## config.mk

```make
export PLATFORM = sky130hd
export DESIGN_NAME = cscan_disk_request_scheduler
export DESIGN_NICKNAME = d
export VERILOG_FILES = /design/src/hdl/cdrs_pkg.sv /design/src/hdl/cdrs_ram.sv /design/src/hdl/cdrs_front.sv /design/src/hdl/cdrs_back.sv /design/src/hdl/cscan_disk_request_scheduler.sv
export SDC_FILE = /design/constraint.sdc
export NUM_CORES = 1
export LEC_CHECK = 0
export BUFFER_PORTS_ARGS = -buffer_cell sky130_fd_sc_hd__buf_2
export CAP_MARGIN = 10
export CORE_MARGIN = 5
export CORE_UTILIZATION = 66
export DETAILED_ROUTE_END_ITERATION = 7
export GPL_TIMING_DRIVEN = 1
export PLACE_DENSITY_LB_ADDON = 0.12
export SETUP_SLACK_MARGIN = 0.5
export SLEW_MARGIN = 20
export SYNTH_ARGS = -nofsm -noshare
export SYNTH_HDL_FRONTEND = slang
export SYNTH_SLANG_ARGS = --single-unit
```

## constraint.sdc

```tcl
create_clock -name clk -period 20.4 [get_ports clk]
set_clock_uncertainty 0.2 [all_clocks]
set_input_delay 1.02 -clock clk [delete_from_list [all_inputs] [get_ports clk]]
set_output_delay 1.02 -clock clk [all_outputs]
set_load 0.005 [all_outputs]
```

## src/hdl/cdrs_pkg.sv

```systemverilog
// shared constants, types and helpers for the c-scan request scheduler
// no dependencies; imported by the front end, the back end, the top level and the testbench
package cdrs_pkg;

  localparam int QUEUE_DEPTH = 32;
  localparam int TRACK_BITS  = 16;

  localparam int TRK_W   = 16;
  localparam int NT_W    = 17;
  localparam int SEEK_W  = 18;
  localparam int KIND_W  = 2;
  localparam int CNT_W   = $clog2(QUEUE_DEPTH + 1);
  localparam int IDX_W   = (QUEUE_DEPTH > 1) ? $clog2(QUEUE_DEPTH) : 1;
  localparam int IN_DATA_W  = ((TRK_W + 7) / 8) * 8;
  localparam int OUT_DATA_W = ((TRK_W + SEEK_W + 7) / 8) * 8;
  localparam int CFG_DATA_W = 32;
  localparam int CFG_ADDR_W = 3;

  // highest track the track field can express
  localparam logic [NT_W-1:0] TRACK_LIM = NT_W'((64'd1 << TRACK_BITS) - 64'd1);

  localparam logic [NT_W-1:0]    NUM_TRACKS_RST = NT_W'(65536);
  localparam logic [TRK_W-1:0]   START_HEAD_RST = '0;
  localparam logic [CNT_W-1:0]   DEPTH_CNT      = CNT_W'(QUEUE_DEPTH);

  // register index, taken from paddr bit 2
  localparam logic REG_NUM_TRACKS = 1'b0;
  localparam logic REG_START_HEAD = 1'b1;

  typedef enum logic [KIND_W-1:0] {
    KIND_SERVICE = 2'd0,
    KIND_SWEEP   = 2'd1,
    KIND_JUMP    = 2'd2
  } kind_t;

  typedef struct packed {
    logic [TRK_W-1:0] track;
    logic             last;
  } q_item_t;

  typedef struct packed {
    logic [TRK_W-1:0] top;
    logic [TRK_W-1:0] head0;
  } sched_cfg_t;

  function automatic logic [TRK_W-1:0] clamp_track(input logic [TRK_W-1:0] trk,
                                                   input logic [TRK_W-1:0] top);
    clamp_track = (trk > top) ? top : trk;
  endfunction

endpackage

```

## src/hdl/cdrs_ram.sv

```systemverilog
// generic single-write, single-read ram with registered read data
// no dependencies
module cdrs_ram #(
  parameter int WIDTH = 16,
  parameter int DEPTH = 32
) (
  input  logic                                         clk,
  input  logic                                         we,
  input  logic [((DEPTH > 1) ? $clog2(DEPTH) : 1)-1:0] waddr,
  input  logic [WIDTH-1:0]                             wdata,
  input  logic [((DEPTH > 1) ? $clog2(DEPTH) : 1)-1:0] raddr,
  output logic [WIDTH-1:0]                             rdata
);

  logic [WIDTH-1:0] mem [DEPTH];

  always_ff @(posedge clk) begin
    if (we) begin
      mem[waddr] <= wdata;
    end
    rdata <= mem[raddr];
  end

endmodule

```

## src/hdl/cdrs_front.sv

```systemverilog
// front end: accepts request transfers, clamps the track and queues them
// depends on cdrs_pkg
module cdrs_front (
  input  logic                    clk,
  input  logic                    rst_n,
  input  logic                    in_tvalid,
  output logic                    in_tready,
  input  logic [cdrs_pkg::TRK_W-1:0] in_track,
  input  logic                    in_last,
  input  logic [cdrs_pkg::TRK_W-1:0] top,
  output logic                    q_valid,
  input  logic                    q_ready,
  output cdrs_pkg::q_item_t       q_item
);
  import cdrs_pkg::*;

  q_item_t    fifo_r [2];
  logic       wr_ptr_r, wr_ptr_nxt;
  logic       rd_ptr_r, rd_ptr_nxt;
  logic [1:0] cnt_r, cnt_nxt;
  logic       push, pop;

  assign in_tready = (cnt_r != 2'd2);
  assign push      = in_tvalid && in_tready;
  assign q_valid   = (cnt_r != 2'd0);
  assign pop       = q_valid && q_ready;
  assign q_item    = fifo_r[rd_ptr_r];

  always_comb begin
    wr_ptr_nxt = push ? ~wr_ptr_r : wr_ptr_r;
    rd_ptr_nxt = pop  ? ~rd_ptr_r : rd_ptr_r;
    cnt_nxt    = cnt_r + {1'b0, push} - {1'b0, pop};
  end

  always_ff @(posedge clk) begin
    if (push) begin
      fifo_r[wr_ptr_r].track <= clamp_track(in_track, top);
      fifo_r[wr_ptr_r].last  <= in_last;
    end
  end

  always_ff @(posedge clk) begin
    if (!rst_n) begin
      wr_ptr_r <= 1'b0;
      rd_ptr_r <= 1'b0;
      cnt_r    <= 2'd0;
    end else begin
      wr_ptr_r <= wr_ptr_nxt;
      rd_ptr_r <= rd_ptr_nxt;
      cnt_r    <= cnt_nxt;
    end
  end

endmodule

```

## src/hdl/cdrs_back.sv

```systemverilog
// back end: sorted insertion into the request ram and c-scan schedule output
// depends on cdrs_pkg and cdrs_ram
module cdrs_back (
  input  logic                        clk,
  input  logic                        rst_n,
  input  cdrs_pkg::sched_cfg_t        cfg,
  input  logic                        q_valid,
  output logic                        q_ready,
  input  cdrs_pkg::q_item_t           q_item,
  output logic                        out_valid,
  input  logic                        out_ready,
  output logic [cdrs_pkg::TRK_W-1:0]  out_track,
  output logic [cdrs_pkg::KIND_W-1:0] out_kind,
  output logic [cdrs_pkg::SEEK_W-1:0] out_seek,
  output logic                        out_last
);
  import cdrs_pkg::*;

  typedef enum logic [10:0] {
    S_IDLE      = 11'b000_0000_0001,
    S_INS_CMP   = 11'b000_0000_0010,
    S_INS_PUT   = 11'b000_0000_0100,
    S_SPLIT_RD  = 11'b000_0000_1000,
    S_SPLIT_CMP = 11'b000_0001_0000,
    S_P1_RD     = 11'b000_0010_0000,
    S_P1_EMIT   = 11'b000_0100_0000,
    S_SWEEP     = 11'b000_1000_0000,
    S_JUMP      = 11'b001_0000_0000,
    S_P2_RD     = 11'b010_0000_0000,
    S_P2_EMIT   = 11'b100_0000_0000
  } state_t;

  state_t              state_r, state_nxt;
  logic [CNT_W-1:0]    count_r, count_nxt;
  logic [IDX_W-1:0]    ins_r, ins_nxt;
  logic [CNT_W-1:0]    split_r, split_nxt;
  logic [CNT_W-1:0]    cur_r, cur_nxt;
  logic [TRK_W-1:0]    trk_r, trk_nxt;
  logic                last_r, last_nxt;
  logic [TRK_W-1:0]    head_r, head_nxt;
  logic [SEEK_W-1:0]   seek_r, seek_nxt;

  logic                out_valid_r, out_valid_nxt;
  logic [TRK_W-1:0]    out_track_r;
  logic [KIND_W-1:0]   out_kind_r;
  logic [SEEK_W-1:0]   out_seek_r;
  logic                out_last_r;

  logic                we;
  logic [IDX_W-1:0]    waddr, raddr;
  logic [TRK_W-1:0]    wdata, rdata;

  logic                slot_free;
  logic                emit;
  logic [TRK_W-1:0]    emit_track;
  kind_t               emit_kind;
  logic                emit_last;
  logic [TRK_W-1:0]    move_dist;
  logic [CNT_W-1:0]    cur_dec;

  cdrs_ram #(
    .WIDTH (TRK_W),
    .DEPTH (QUEUE_DEPTH)
  ) u_store (
    .clk   (clk),
    .we    (we),
    .waddr (waddr),
    .wdata (wdata),
    .raddr (raddr),
    .rdata (rdata)
  );

  assign slot_free = !out_valid_r || out_ready;
  assign cur_dec   = cur_r - 1'b1;
  assign q_ready   = (state_r == S_IDLE);

  always_comb begin
    state_nxt  = state_r;
    count_nxt  = count_r;
    ins_nxt    = ins_r;
    split_nxt  = split_r;
    cur_nxt    = cur_r;
    trk_nxt    = trk_r;
    last_nxt   = last_r;
    head_nxt   = head_r;
    seek_nxt   = seek_r;
    we         = 1'b0;
    waddr      = ins_r;
    wdata      = trk_r;
    raddr      = IDX_W'(cur_dec);
    emit       = 1'b0;
    emit_track = rdata;
    emit_kind  = KIND_SERVICE;
    emit_last  = 1'b0;

    unique case (state_r)
      S_IDLE: begin
        raddr = IDX_W'(count_r - 1'b1);
        if (q_valid) begin
          trk_nxt  = q_item.track;
          last_nxt = q_item.last;
          ins_nxt  = IDX_W'(count_r);
          if (count_r == DEPTH_CNT) begin
            // store full: request dropped, a last mark still runs the schedule
            if (q_item.last) begin
              head_nxt  = cfg.head0;
              seek_nxt  = '0;
              split_nxt = '0;
              state_nxt = S_SPLIT_RD;
            end
          end else if (count_r == '0) begin
            state_nxt = S_INS_PUT;
          end else begin
            state_nxt = S_INS_CMP;
          end
        end
      end
      S_INS_CMP: begin
        // rdata holds entry ins_r-1
        raddr = ins_r - IDX_W'(2);
        if (rdata > trk_r) begin
          we      = 1'b1;
          waddr   = ins_r;
          wdata   = rdata;
          ins_nxt = ins_r - 1'b1;
          if (ins_r == IDX_W'(1)) begin
            state_nxt = S_INS_PUT;
          end
        end else begin
          state_nxt = S_INS_PUT;
        end
      end
      S_INS_PUT: begin
        we        = 1'b1;
        waddr     = ins_r;
        wdata     = trk_r;
        count_nxt = count_r + 1'b1;
        if (last_r) begin
          head_nxt  = cfg.head0;
          seek_nxt  = '0;
          split_nxt = '0;
          state_nxt = S_SPLIT_RD;
        end else begin
          state_nxt = S_IDLE;
        end
      end
      S_SPLIT_RD: begin
        raddr = IDX_W'(split_r);
        if (split_r == count_r) begin
          cur_nxt   = split_r;
          state_nxt = S_P1_RD;
        end else begin
          state_nxt = S_SPLIT_CMP;
        end
      end
      S_SPLIT_CMP: begin
        raddr = IDX_W'(split_r);
        if (rdata <= head_r) begin
          split_nxt = split_r + 1'b1;
          state_nxt = S_SPLIT_RD;
        end else begin
          cur_nxt   = split_r;
          state_nxt = S_P1_RD;
        end
      end
      S_P1_RD: begin
        state_nxt = (cur_r == '0) ? S_SWEEP : S_P1_EMIT;
      end
      S_P1_EMIT: begin
        if (slot_free) begin
          emit      = 1'b1;
          cur_nxt   = cur_dec;
          state_nxt = S_P1_RD;
        end
      end
      S_SWEEP: begin
        if (slot_free) begin
          emit       = 1'b1;
          emit_track = '0;
          emit_kind  = KIND_SWEEP;
          state_nxt  = S_JUMP;
        end
      end
      S_JUMP: begin
        if (slot_free) begin
          emit       = 1'b1;
          emit_track = cfg.top;
          emit_kind  = KIND_JUMP;
          emit_last  = (split_r == count_r);
          cur_nxt    = count_r;
          if (split_r == count_r) begin
            count_nxt = '0;
            state_nxt = S_IDLE;
          end else begin
            state_nxt = S_P2_RD;
          end
        end
      end
      S_P2_RD: begin
        state_nxt = S_P2_EMIT;
      end
      S_P2_EMIT: begin
        if (slot_free) begin
          emit      = 1'b1;
          emit_last = (cur_dec == split_r);
          cur_nxt   = cur_dec;
          if (cur_dec == split_r) begin
            count_nxt = '0;
            state_nxt = S_IDLE;
          end else begin
            state_nxt = S_P2_RD;
          end
        end
      end
      default: begin
        state_nxt = S_IDLE;
      end
    endcase

    move_dist = (head_r > emit_track) ? (head_r - emit_track) : (emit_track - head_r);
    if (emit) begin
      head_nxt = emit_track;
      seek_nxt = seek_r + SEEK_W'(move_dist);
    end
  end

  always_comb begin
    if (emit) begin
      out_valid_nxt = 1'b1;
    end else if (out_ready) begin
      out_valid_nxt = 1'b0;
    end else begin
      out_valid_nxt = out_valid_r;
    end
  end

  always_ff @(posedge clk) begin
    trk_r  <= trk_nxt;
    last_r <= last_nxt;
    ins_r  <= ins_nxt;
    split_r <= split_nxt;
    cur_r  <= cur_nxt;
    head_r <= head_nxt;
    seek_r <= seek_nxt;
    if (emit) begin
      out_track_r <= emit_track;
      out_kind_r  <= emit_kind;
      out_seek_r  <= seek_nxt;
      out_last_r  <= emit_last;
    end
  end

  always_ff @(posedge clk) begin
    if (!rst_n) begin
      state_r     <= S_IDLE;
      count_r     <= '0;
      out_valid_r <= 1'b0;
    end else begin
      state_r     <= state_nxt;
      count_r     <= count_nxt;
      out_valid_r <= out_valid_nxt;
    end
  end

  assign out_valid = out_valid_r;
  assign out_track = out_track_r;
  assign out_kind  = out_kind_r;
  assign out_seek  = out_seek_r;
  assign out_last  = out_last_r;

endmodule

```

## src/hdl/cscan_disk_request_scheduler.sv

```systemverilog
// c-scan request scheduler top level with config registers; uses cdrs_pkg, cdrs_front, cdrs_back
// the back end takes each request from the front-end queue and is busy with it while it
// shifts every stored entry above it up by one and then writes it in place
// a last request then scans the entries at or below the head; no new request is taken until
// its schedule is out; each serviced result waits on a registered ram read
// reset: synchronous active-low; empties the store, config back to 65536 tracks, head 0
module cscan_disk_request_scheduler (
  input  logic                               clk,
  input  logic                               rst_n,
  input  logic                               in_tvalid,
  output logic                               in_tready,
  input  logic [cdrs_pkg::IN_DATA_W-1:0]     in_tdata,   // [15:0] request_track
  input  logic                               in_tlast,
  output logic                               out_tvalid,
  input  logic                               out_tready,
  output logic [cdrs_pkg::OUT_DATA_W-1:0]    out_tdata,  // [15:0] visit_track, [33:16] seek_total
  output logic [cdrs_pkg::KIND_W-1:0]        out_tuser,  // [1:0] visit_kind
  output logic                               out_tlast,
  input  logic                               cfg_psel,
  input  logic                               cfg_penable,
  input  logic                               cfg_pwrite,
  input  logic [cdrs_pkg::CFG_ADDR_W-1:0]    cfg_paddr,
  input  logic [cdrs_pkg::CFG_DATA_W-1:0]    cfg_pwdata,
  output logic [cdrs_pkg::CFG_DATA_W-1:0]    cfg_prdata,
  output logic                               cfg_pready
);
  import cdrs_pkg::*;

  logic [NT_W-1:0]   num_tracks_r;
  logic [TRK_W-1:0]  start_head_r;
  logic              cfg_wr;
  logic [NT_W-1:0]   top_raw;
  logic [TRK_W-1:0]  top;
  sched_cfg_t        sched_cfg;
  logic              q_valid, q_ready;
  q_item_t           q_item;
  logic [TRK_W-1:0]  visit_track;
  logic [SEEK_W-1:0] seek_total;

  assign cfg_pready = 1'b1;
  assign cfg_wr     = cfg_psel && cfg_penable && cfg_pwrite;

  always_ff @(posedge clk) begin
    if (!rst_n) begin
      num_tracks_r <= NUM_TRACKS_RST;
      start_head_r <= START_HEAD_RST;
    end else if (cfg_wr) begin
      unique case (cfg_paddr[2])
        REG_NUM_TRACKS: num_tracks_r <= cfg_pwdata[NT_W-1:0];
        REG_START_HEAD: start_head_r <= cfg_pwdata[TRK_W-1:0];
        default: ;
      endcase
    end
  end

  always_comb begin
    unique case (cfg_paddr[2])
      REG_NUM_TRACKS: cfg_prdata = CFG_DATA_W'(num_tracks_r);
      REG_START_HEAD: cfg_prdata = CFG_DATA_W'(start_head_r);
      default:        cfg_prdata = '0;
    endcase
  end

  // zero tracks behaves as a single track
  always_comb begin
    top_raw = (num_tracks_r == '0) ? '0 : (num_tracks_r - 1'b1);
    top     = (top_raw > TRACK_LIM) ? TRACK_LIM[TRK_W-1:0] : top_raw[TRK_W-1:0];
    sched_cfg.top   = top;
    sched_cfg.head0 = clamp_track(start_head_r, top);
  end

  cdrs_front u_front (
    .clk       (clk),
    .rst_n     (rst_n),
    .in_tvalid (in_tvalid),
    .in_tready (in_tready),
    .in_track  (in_tdata[TRK_W-1:0]),
    .in_last   (in_tlast),
    .top       (top),
    .q_valid   (q_valid),
    .q_ready   (q_ready),
    .q_item    (q_item)
  );

  cdrs_back u_back (
    .clk       (clk),
    .rst_n     (rst_n),
    .cfg       (sched_cfg),
    .q_valid   (q_valid),
    .q_ready   (q_ready),
    .q_item    (q_item),
    .out_valid (out_tvalid),
    .out_ready (out_tready),
    .out_track (visit_track),
    .out_kind  (out_tuser),
    .out_seek  (seek_total),
    .out_last  (out_tlast)
  );

  assign out_tdata = OUT_DATA_W'({seek_total, visit_track});

endmodule

```

### Yosys cells after proc, flatten, opt, wreduce, memory -nomap -nowiden

Memory sizes are Yosys's and may differ from the RTL's. A register that Yosys moved wholly into a read port is not among the register bits.
Cells that the tools add are included.

| word-level totals | value |
|---|---|
| logic and storage cells | 185 |
| memories kept | 2 |
| memory bits (writable) | 546 |
| input port bits | 59 |
| bits in registers | 160 |

| cells by class | value |
|---|---|
| reduce and logical (&&, ||, !) cells | 28 |
| mux-type cells | 78 |
| eq/ne operators | 37 |
| add/sub/neg operators | 12 |
| bitwise operators | 3 |
| $lt $le $gt $ge | 6 |

Memory list:

| name | depth | bits a word | read ports | clocked after memory_dff | wr ports | line | RTL |
|---|---|---|---|---|---|---|---|
| u_back.u_store.mem | 32 | 16 | 1 | 1 | 1 | cdrs_ram.sv:15 | `logic [WIDTH-1:0] mem [DEPTH];` |
| u_front.fifo_r | 2 | 17 | 1 | 1 | 1 | cdrs_front.sv:17 | `q_item_t fifo_r [2];` |

Operators by type and width:

| cell | count |
|---|---|
| two-way mux 16 bit | 13 |
| one-hot mux 11 bit (11 select lines) | 1 |
| two-way mux 11 bit | 9 |
| two-way mux 18 bit | 5 |
| two-way mux 6 bit | 15 |
| greater-than comparator 16 bit | 4 |
| one-hot mux 16 bit (2 select lines) | 2 |
| one-hot mux 32 bit (2 select lines) | 1 |
| one-hot mux 18 bit (2 select lines) | 1 |
| one-hot mux 6 bit (3 select lines) | 2 |
| subtractor 16 bit | 2 |
| != test 2 x 1 -> 1 bit, second input constant | 14 |
| one-hot mux 6 bit (4 select lines) | 1 |
| two-way mux 10 bit | 2 |
| adder 18 x 16 -> 18 bit | 1 |
| greater-than comparator 17 x 16 -> 1 bit, second input constant | 1 |
| zero test 17 bit | 1 |
| two-way mux 17 bit | 1 |
| subtractor 17 x 1 -> 17 bit, second input constant | 1 |
| less-or-equal comparator 16 bit | 1 |
| one-hot mux 5 bit (3 select lines) | 1 |
| AND reduction 5 bit | 3 |
| two-way mux 1 bit | 14 |
| adder 6 x 1 -> 6 bit, second input constant | 2 |
| 45 further kinds | 66 |

### Depth between registers and ports, before layout

| depth | value |
|---|---|
| word-level depth | 11 |
| gate-level depth with buffers | 31 |

### Hierarchy

A second synthesis with hierarchy kept.

| unflattened totals | value |
|---|---|
| cell total of the unflattened synthesis | 2631 |
| area, all modules | 34297.9 µm² |

Modules (own cells, without submodules):

| module | sequential area each (µm²) | cells each | instances | area each (µm²) |
|---|---|---|---|---|
| cdrs_ram | 15695.1 | 1143 | 1 | 20534.7 |
| cdrs_back | 3333.2 | 951 | 1 | 8714.6 |
| cscan_disk_request_scheduler | 660.6 | 327 | 1 | 2547.4 |
| cdrs_front | 1121.1 | 210 | 1 | 2501.1 |

### Worst setup path after synthesis

No wires, ideal clock.

| path | value |
|---|---|
| path type | input port to flip-flop |
| start point | input port out_tready |
| end point | register u_back.out_seek_r[16] (netlist: u_back.out_seek[16]), data pin |
| data required time | 19935 ps |
| stages on the path | 29 |
| slack | 13610 ps |
| library setup time | 265 ps |
| data arrival time | 6324 ps |
| path buffers | 4 |
| cells stage by stage | nand2b_1 nand2_1 or2_0 clkbuf_1 inv_1 clkbuf_1 a22o_1 ha_1 and2_1 clkbuf_1 a222oi_1 a31oi_1 nor3b_1 a31oi_2 a31o_2 buf_4 o21ai_0 o21ai_0 xor2_1 ha_1 nor2b_1 o31a_1 o211ai_1 a21oi_1 nor4_1 nor2_1 a41oi_1 a21oi_1 mux2i_1 |

| on the way | value |
|---|---|
| longest elaborated chain between the ends | 7 |
| elaborated cells on any way between the ends | 12 |
| classes of those cells | add/sub: 3; order compare: 1; mux: 7; reduce/logical: 1 |

Ends and longest elaborated chain:

| item | line | RTL |
|---|---|---|
| from (decl) | cscan_disk_request_scheduler.sv:15 | `input logic out_tready,` |
| logical OR 1 bit (*) | cdrs_back.sv:73 | `assign slot_free = !out_valid_r \|\| out_ready;` |
| two-way mux 16 bit, on equally long branches | cdrs_back.sv:185, cdrs_back.sv:177 |  |
| one-hot mux 16 bit (2 select lines) (*) | cdrs_back.sv:96 | `unique case (state_r)` |
| net u_back.emit_track[7] | cdrs_back.sv:55 | `logic [TRK_W-1:0] emit_track;` |
| subtractor 16 bit or greater-than comparator 16 bit (tied branches) | cdrs_back.sv:220 | `move_dist = (head_r > emit_track) ? (head_r - emit_track) : (emit_track - head_r);` |
| two-way mux 16 bit (*) | cdrs_back.sv:220 |  |
| adder 18 x 16 -> 18 bit (*) | cdrs_back.sv:223 | `seek_nxt = seek_r + SEEK_W'(move_dist);` |
| two-way mux 18 bit (*) | cdrs_back.sv:221 | `if (emit) begin` |
| net u_back.seek_nxt[16] | cdrs_back.sv:41 | `logic [SEEK_W-1:0] seek_r, seek_nxt;` |
| to (signal assigned) | cdrs_back.sv:248 | `out_seek_r <= seek_nxt;` |
| to (decl) | cdrs_back.sv:46 | `logic [SEEK_W-1:0] out_seek_r;` |

The timed path passes the listed nets; every way through them passes the cells marked *.
A chain may end at the register's enable or synchronous reset.

### Worst setup path in the final report

| path | value |
|---|---|
| start point | register num_tracks_r[2] |
| end point | register u_back.out_seek_r[14] (netlist: u_back.out_seek[14]), data pin |

| on the way | value |
|---|---|
| longest elaborated chain between the ends | 10 |
| elaborated cells on any way between the ends | 13 |
| classes of those cells | add/sub: 4; order compare: 2; mux: 6; reduce/logical: 1 |

Ends and longest elaborated chain:

| item | line | RTL |
|---|---|---|
| from (decl) | cscan_disk_request_scheduler.sv:29 | `logic [NT_W-1:0] num_tracks_r;` |
| from (signal assigned) | cscan_disk_request_scheduler.sv:49 | `REG_NUM_TRACKS: num_tracks_r <= cfg_pwdata[NT_W-1:0];` |
| subtractor 17 x 1 -> 17 bit or zero test 17 bit (tied branches) | cscan_disk_request_scheduler.sv:66 | `top_raw = (num_tracks_r == '0) ? '0 : (num_tracks_r - 1'b1);` |
| two-way mux 17 bit (*) | cscan_disk_request_scheduler.sv:66 |  |
| greater-than comparator 17 x 16 -> 1 bit | cscan_disk_request_scheduler.sv:67 | `top = (top_raw > TRACK_LIM) ? TRACK_LIM[TRK_W-1:0] : top_raw[TRK_W-1:0];` |
| two-way mux 16 bit (*) | cscan_disk_request_scheduler.sv:67 |  |
| two-way mux 16 bit (*) | cdrs_back.sv:185 | `if (slot_free) begin` |
| one-hot mux 16 bit (2 select lines) (*) | cdrs_back.sv:96 |  |
| net u_back.emit_track[8] | cdrs_back.sv:55 |  |
| subtractor 16 bit or greater-than comparator 16 bit (tied branches) | cdrs_back.sv:220 |  |
| two-way mux 16 bit (*) | cdrs_back.sv:220 |  |
| adder 18 x 16 -> 18 bit (*) | cdrs_back.sv:223 |  |
| two-way mux 18 bit (*) | cdrs_back.sv:221 |  |
| net u_back.seek_nxt[14] | cdrs_back.sv:41 |  |

Marks and branches as above.

==> impl_metrics.csv <==
group,metric,value,unit
power,ir_drop,0.000132,V
setup_path,reg2reg_depth,27,
job,drv.max_cap_violation_count,0,
placed_design,portBuffers,97,
drt,drc,0,
logic_synthesis,number_of_enable_flip_flop_cells_after_synthesis,633,
logic_synthesis,post_synth.cell_area_avg,11.8,um^2
global_route,number_of_global_route_vias_before_repair,22800,
clocking,cts-buffers-inserted,73,
clocking,clk_pin_slew_worst_paths,0.06,ns
timing,setup-tns-final,0,ns
logic_synthesis,synth_simple_gate_area_share,0.133,
final_layout,syn2layout_area_growth,10.0,%
timing,minimum_period_implied_by_the_final_worst_setup_slack,8.28,ns
final_layout,layout_common_cells,"sky130_fd_sc_hd__edfxtp_1, sky130_fd_sc_hd__nand2_1, sky130_fd_sc_hd__nor2_1, sky130_fd_sc_hd__nand3_1, sky130_fd_sc_hd__o21ai_0",
outcome,outcome,"completed",
logic_synthesis,synth_mux_area_frac,0.0416,
final_layout,final_nets,3137,
setup_path,crit_type,"reg -> reg",
power,cellLeakagePower,0.0139,uW
clocking,cts.root.buffer_cell,"sky130_fd_sc_hd__clkbuf_16",
setup_path,endpoint_kind,"flop",
clocking,post-cts-setup-buffers,0,
global_route,grt_max_degree,148,
global_route,grt_antenna_before_repair,1,
timing,setup-violations-final,0,
drt,drt_pre_antenna_iters,7,
logic_synthesis,netlist_top_cells_area,"sky130_fd_sc_hd__edfxtp_1, sky130_fd_sc_hd__dfxtp_1, sky130_fd_sc_hd__nand2_1",
logic_synthesis,yosys.area.top_type,"sky130_fd_sc_hd__edfxtp_1",
setup_path,crit_path_start,"num_tracks_r[2]",
placed_design,gpl.final_weighted_congestion,0.926,
timing,hold_slack,0.272,ns
clocking,cts_num_sinks,723,
clocking,cts-htree-levels,3,
final_layout,final.fill_count,3478,
setup_path,critical_path_peak_fanout,25,
setup_path,regToRegSetupSlack,12.12,ns
power,p_per_area,176,nW/um^2
final_layout,postLayoutCellArea,37500,um^2
clocking,cts_resized,0,
logic_synthesis,yosys.cell_types.count,92,
logic_synthesis,postSynthRegisterBits,723,
die,ios,137,
setup_path,critical_path_required,20.52,ns
setup_path,startpoint_type,"flop",
global_route,grt_first_pass_wirelength,132000,um
drt,via_per_inst,6.40,
logic_synthesis,synth_top_family_by_area,"simple AND/OR/NAND/NOR gates",
die,placeableCoreArea,51300,um^2
timing,max_slew_margin,0.264,
placed_design,dpl-instance-area,35200,um^2
final_layout,layout.area.seq,20800,um^2
setup_path,critical_path.reg2reg.endpoint,"u_back.out_seek[14]",
logic_synthesis,synth_warnings,0,
logic_synthesis,ys_seq_area_frac,0.610,
setup_path,critical_path.reg2reg.startpoint,"num_tracks_r[2]",
timing,layout_worst_path_cycle_share,0.406,
final_layout,fin_cells,3692,
logic_synthesis,netlist_area,34100,um^2
placed_design,final_hpwl_from_detailed_placement,58100,um
clocking,clock_path_buffers,3,
drt,detailed_route_wire_length_per_cell,23.9,um
power,finalPower,6600,uW
drt,detailroute.via_count,23600,
global_route,grtUsageTotal,0.304,
logic_synthesis,synthFlopType,"sky130_fd_sc_hd__edfxtp_1",
clocking,holdBufCountCts,0,
setup_path,cp.arrival,8.41,ns
drt,initialDrtViolationCount,2556,
timing,timing_worst_slew_pin_value,1.10,ns
worst_hold_path,hp-class,"reg -> reg",
logic_synthesis,synth.top_cell.area_share,0.557,
drt,wl,88100,um
die,floorplan.die.width,237,um
die,initial_standard_cell_utilization_of_the_core,0.665,
logic_synthesis,synth-compound-area-share,0.115,
logic_synthesis,syn-instance-count,2882,
drt,ant_nets,0,
logic_synthesis,synth-xor-area-share,0.0181,
final_layout,layout_commonest_cell,"sky130_fd_sc_hd__edfxtp_1",
placed_design,placed_instances,3557,
timing,drv_slew,0,
die,area_enclosed_by_the_die_boundary,56300,um^2
global_route,globalRouteOverflowTotal,0,
die,floorplan.rows,83,
timing,final-hold-violation-count,0,
setup_path,cp-endpoint,"u_back.out_seek[14]",
final_layout,insertedDiodeCount,0,
clocking,clkLatencyLatePin,0.62,ns
timing,grt_setup_unrepaired,"false",
clocking,tritoncts,"built",
final_layout,final_layout_size_suffix_gt1_frac,0.122,
final_layout,area_of_combinational_cells_with_multiple_inputs,12300,um^2
die,die_ht,237,um
logic_synthesis,synth-async-reset-ratio,0,
logic_synthesis,post_synth_fa_ha_maj_area_fraction,0.0469,
timing,max_fclk,121,MHz
## synth_stat cells (7+ instances only)
library cell and count:
sky130_fd_sc_hd__a32oi_1 16, sky130_fd_sc_hd__dfxtp_1 90, sky130_fd_sc_hd__xor2_1 29, sky130_fd_sc_hd__o211ai_1 25
sky130_fd_sc_hd__mux2i_1 73, sky130_fd_sc_hd__nand2_1 421, sky130_fd_sc_hd__clkbuf_1 97, sky130_fd_sc_hd__nor2b_1 22
sky130_fd_sc_hd__nor3_1 38, sky130_fd_sc_hd__buf_1 12, sky130_fd_sc_hd__nand4_1 26, sky130_fd_sc_hd__o31a_1 7
sky130_fd_sc_hd__and3_1 30, sky130_fd_sc_hd__nor4_1 12, sky130_fd_sc_hd__a21oi_1 77, sky130_fd_sc_hd__nor3b_1 7
sky130_fd_sc_hd__o221ai_1 17, sky130_fd_sc_hd__and2_1 14, sky130_fd_sc_hd__a21boi_0 34, sky130_fd_sc_hd__nor2_1 192
sky130_fd_sc_hd__edfxtp_1 633, sky130_fd_sc_hd__a221o_1 36, sky130_fd_sc_hd__a22o_1 24, sky130_fd_sc_hd__buf_4 24
sky130_fd_sc_hd__a31oi_1 32, sky130_fd_sc_hd__a21o_1 23, sky130_fd_sc_hd__nand2b_1 13, sky130_fd_sc_hd__mux2_2 61
sky130_fd_sc_hd__a32o_1 18, sky130_fd_sc_hd__or3_1 10, sky130_fd_sc_hd__buf_2 40, sky130_fd_sc_hd__o21a_1 25
sky130_fd_sc_hd__inv_1 103, sky130_fd_sc_hd__o22ai_1 12, sky130_fd_sc_hd__o21ai_0 139, sky130_fd_sc_hd__or4_1 7
sky130_fd_sc_hd__ha_1 124, sky130_fd_sc_hd__xnor2_1 39, sky130_fd_sc_hd__nand3_1 163, sky130_fd_sc_hd__a221oi_1 17
## logic make-up (layout without fill, tap and decap cells)
| group | count (synthesis) | after routing |
|---|---|---|
| AO/OA/AOI/OAI | 558 | 558 |
| XOR/XNOR | 69 | 69 |
| adder cells (fa/ha/maj) | 127 | 127 |
| buffers and inverters | 279 | 389 |
| flip-flops | 723 | 723 |
| multiplexers | 134 | 134 |
| other | 2 | 22 |
| AND/OR/NAND/NOR | 990 | 990 |
## report_power, final
group          total, uW  internal (uW)  switching, uW
logic               3360           1110           2240
clock network       1300            735            564
registers           1940           1850           96.6
total               6600           3690           2900
## metal layers
layer  routed length, um  global-route usage  vias to the layer above
li1                    -                   -                    10800
met1               33400               0.385                    11500
met2               44000               0.527                     1132
met3                6930              0.0492                      211
met4                3800               0.122                        0
met5                   0                   0                        -
## layout make-up
type,instances,area share
Multi-Input combinational cell,1900,0.327
Clock buffer,90,0.0528
Tap cell,680,0.0227
Timing Repair Buffer,150,0.0239
Inverter,104,0.0104
Clock inverter,45,0.00903
Sequential cell,723,0.554
## worst min-delay path by stage
stage | cells after the start | slack (ns) | startpoint | endpoint
2_1_floorplan | 1 | 0.23 | u_back.seek_r[17] | u_back.seek_r[17]
3_3_place_gp | 1 | 0.26 | u_back.seek_r[17] | u_back.seek_r[17]
3_5_place_dp | 1 | 0.26 | u_back.seek_r[17] | u_back.seek_r[17]
4_1_cts | 1 | 0.28 | u_back.seek_r[17] | u_back.seek_r[17]
5_1_grt | 1 | 0.31 | u_back.seek_r[17] | u_back.seek_r[17]
6_report | 1 | 0.27 | u_back.seek_r[17] | u_back.seek_r[17]
## critical path, cell delays in order, from the launching register on
cell and delay, ns:
sky130_fd_sc_hd__dfxtp_1 0.38, sky130_fd_sc_hd__nor4_2 0.55, sky130_fd_sc_hd__nand2_1 0.15, sky130_fd_sc_hd__or3_1 0.34, sky130_fd_sc_hd__xor2_1 0.15, sky130_fd_sc_hd__o21ai_0 0.41, sky130_fd_sc_hd__inv_1 0.20, sky130_fd_sc_hd__o21ai_0 0.57
sky130_fd_sc_hd__inv_1 0.10, sky130_fd_sc_hd__ha_1 0.43, sky130_fd_sc_hd__and2_1 0.27, sky130_fd_sc_hd__a222oi_1 0.46, sky130_fd_sc_hd__a31oi_1 0.18, sky130_fd_sc_hd__nor3b_1 0.32, sky130_fd_sc_hd__a31oi_2 0.19, sky130_fd_sc_hd__a31o_2 0.47
sky130_fd_sc_hd__o21ai_0 0.27, sky130_fd_sc_hd__xor2_1 0.21, sky130_fd_sc_hd__ha_1 0.30, sky130_fd_sc_hd__nor2b_1 0.17, sky130_fd_sc_hd__o31a_1 0.28, sky130_fd_sc_hd__o211ai_1 0.22, sky130_fd_sc_hd__a21oi_1 0.13, sky130_fd_sc_hd__nor4_1 0.39
sky130_fd_sc_hd__o31ai_1 0.12, sky130_fd_sc_hd__a21oi_1 0.24, sky130_fd_sc_hd__xor2_1 0.16, sky130_fd_sc_hd__o21ai_0 0.11
## per-stage QoR
| step | util | setup slack [ns] |
|---|---|---|
| 2_1_floorplan | - | 13.61 |
| 4_1_cts | 0.731 | 12.21 |
| 3_3_place_gp | 0.686 | 12.43 |
| 6_report | 0.732 | 12.12 |
| 3_5_place_dp | 0.686 | 12.27 |
| 5_1_grt | 0.732 | 11.36 |
## state kept, by name, indices dropped and copies added, names as in the netlist, 2 cells and up, named ones only
signal / count
u_back.split_r: 6
u_back.out_seek: 18
u_front.fifo_r: 34
u_back.ins_r: 5
u_back.out_track: 16
u_front.cnt_r: 2
u_back.u_store.mem: 512
u_back.state_r: 11
num_tracks_r: 17
u_back.u_store.rdata: 16
u_back.trk_r: 16
start_head_r: 16
u_back.out_kind: 2
u_back.cur_r: 6
u_back.seek_r: 18
u_back.count_r: 6
u_back.head_r: 16
(Power assumes the default switching activity.)
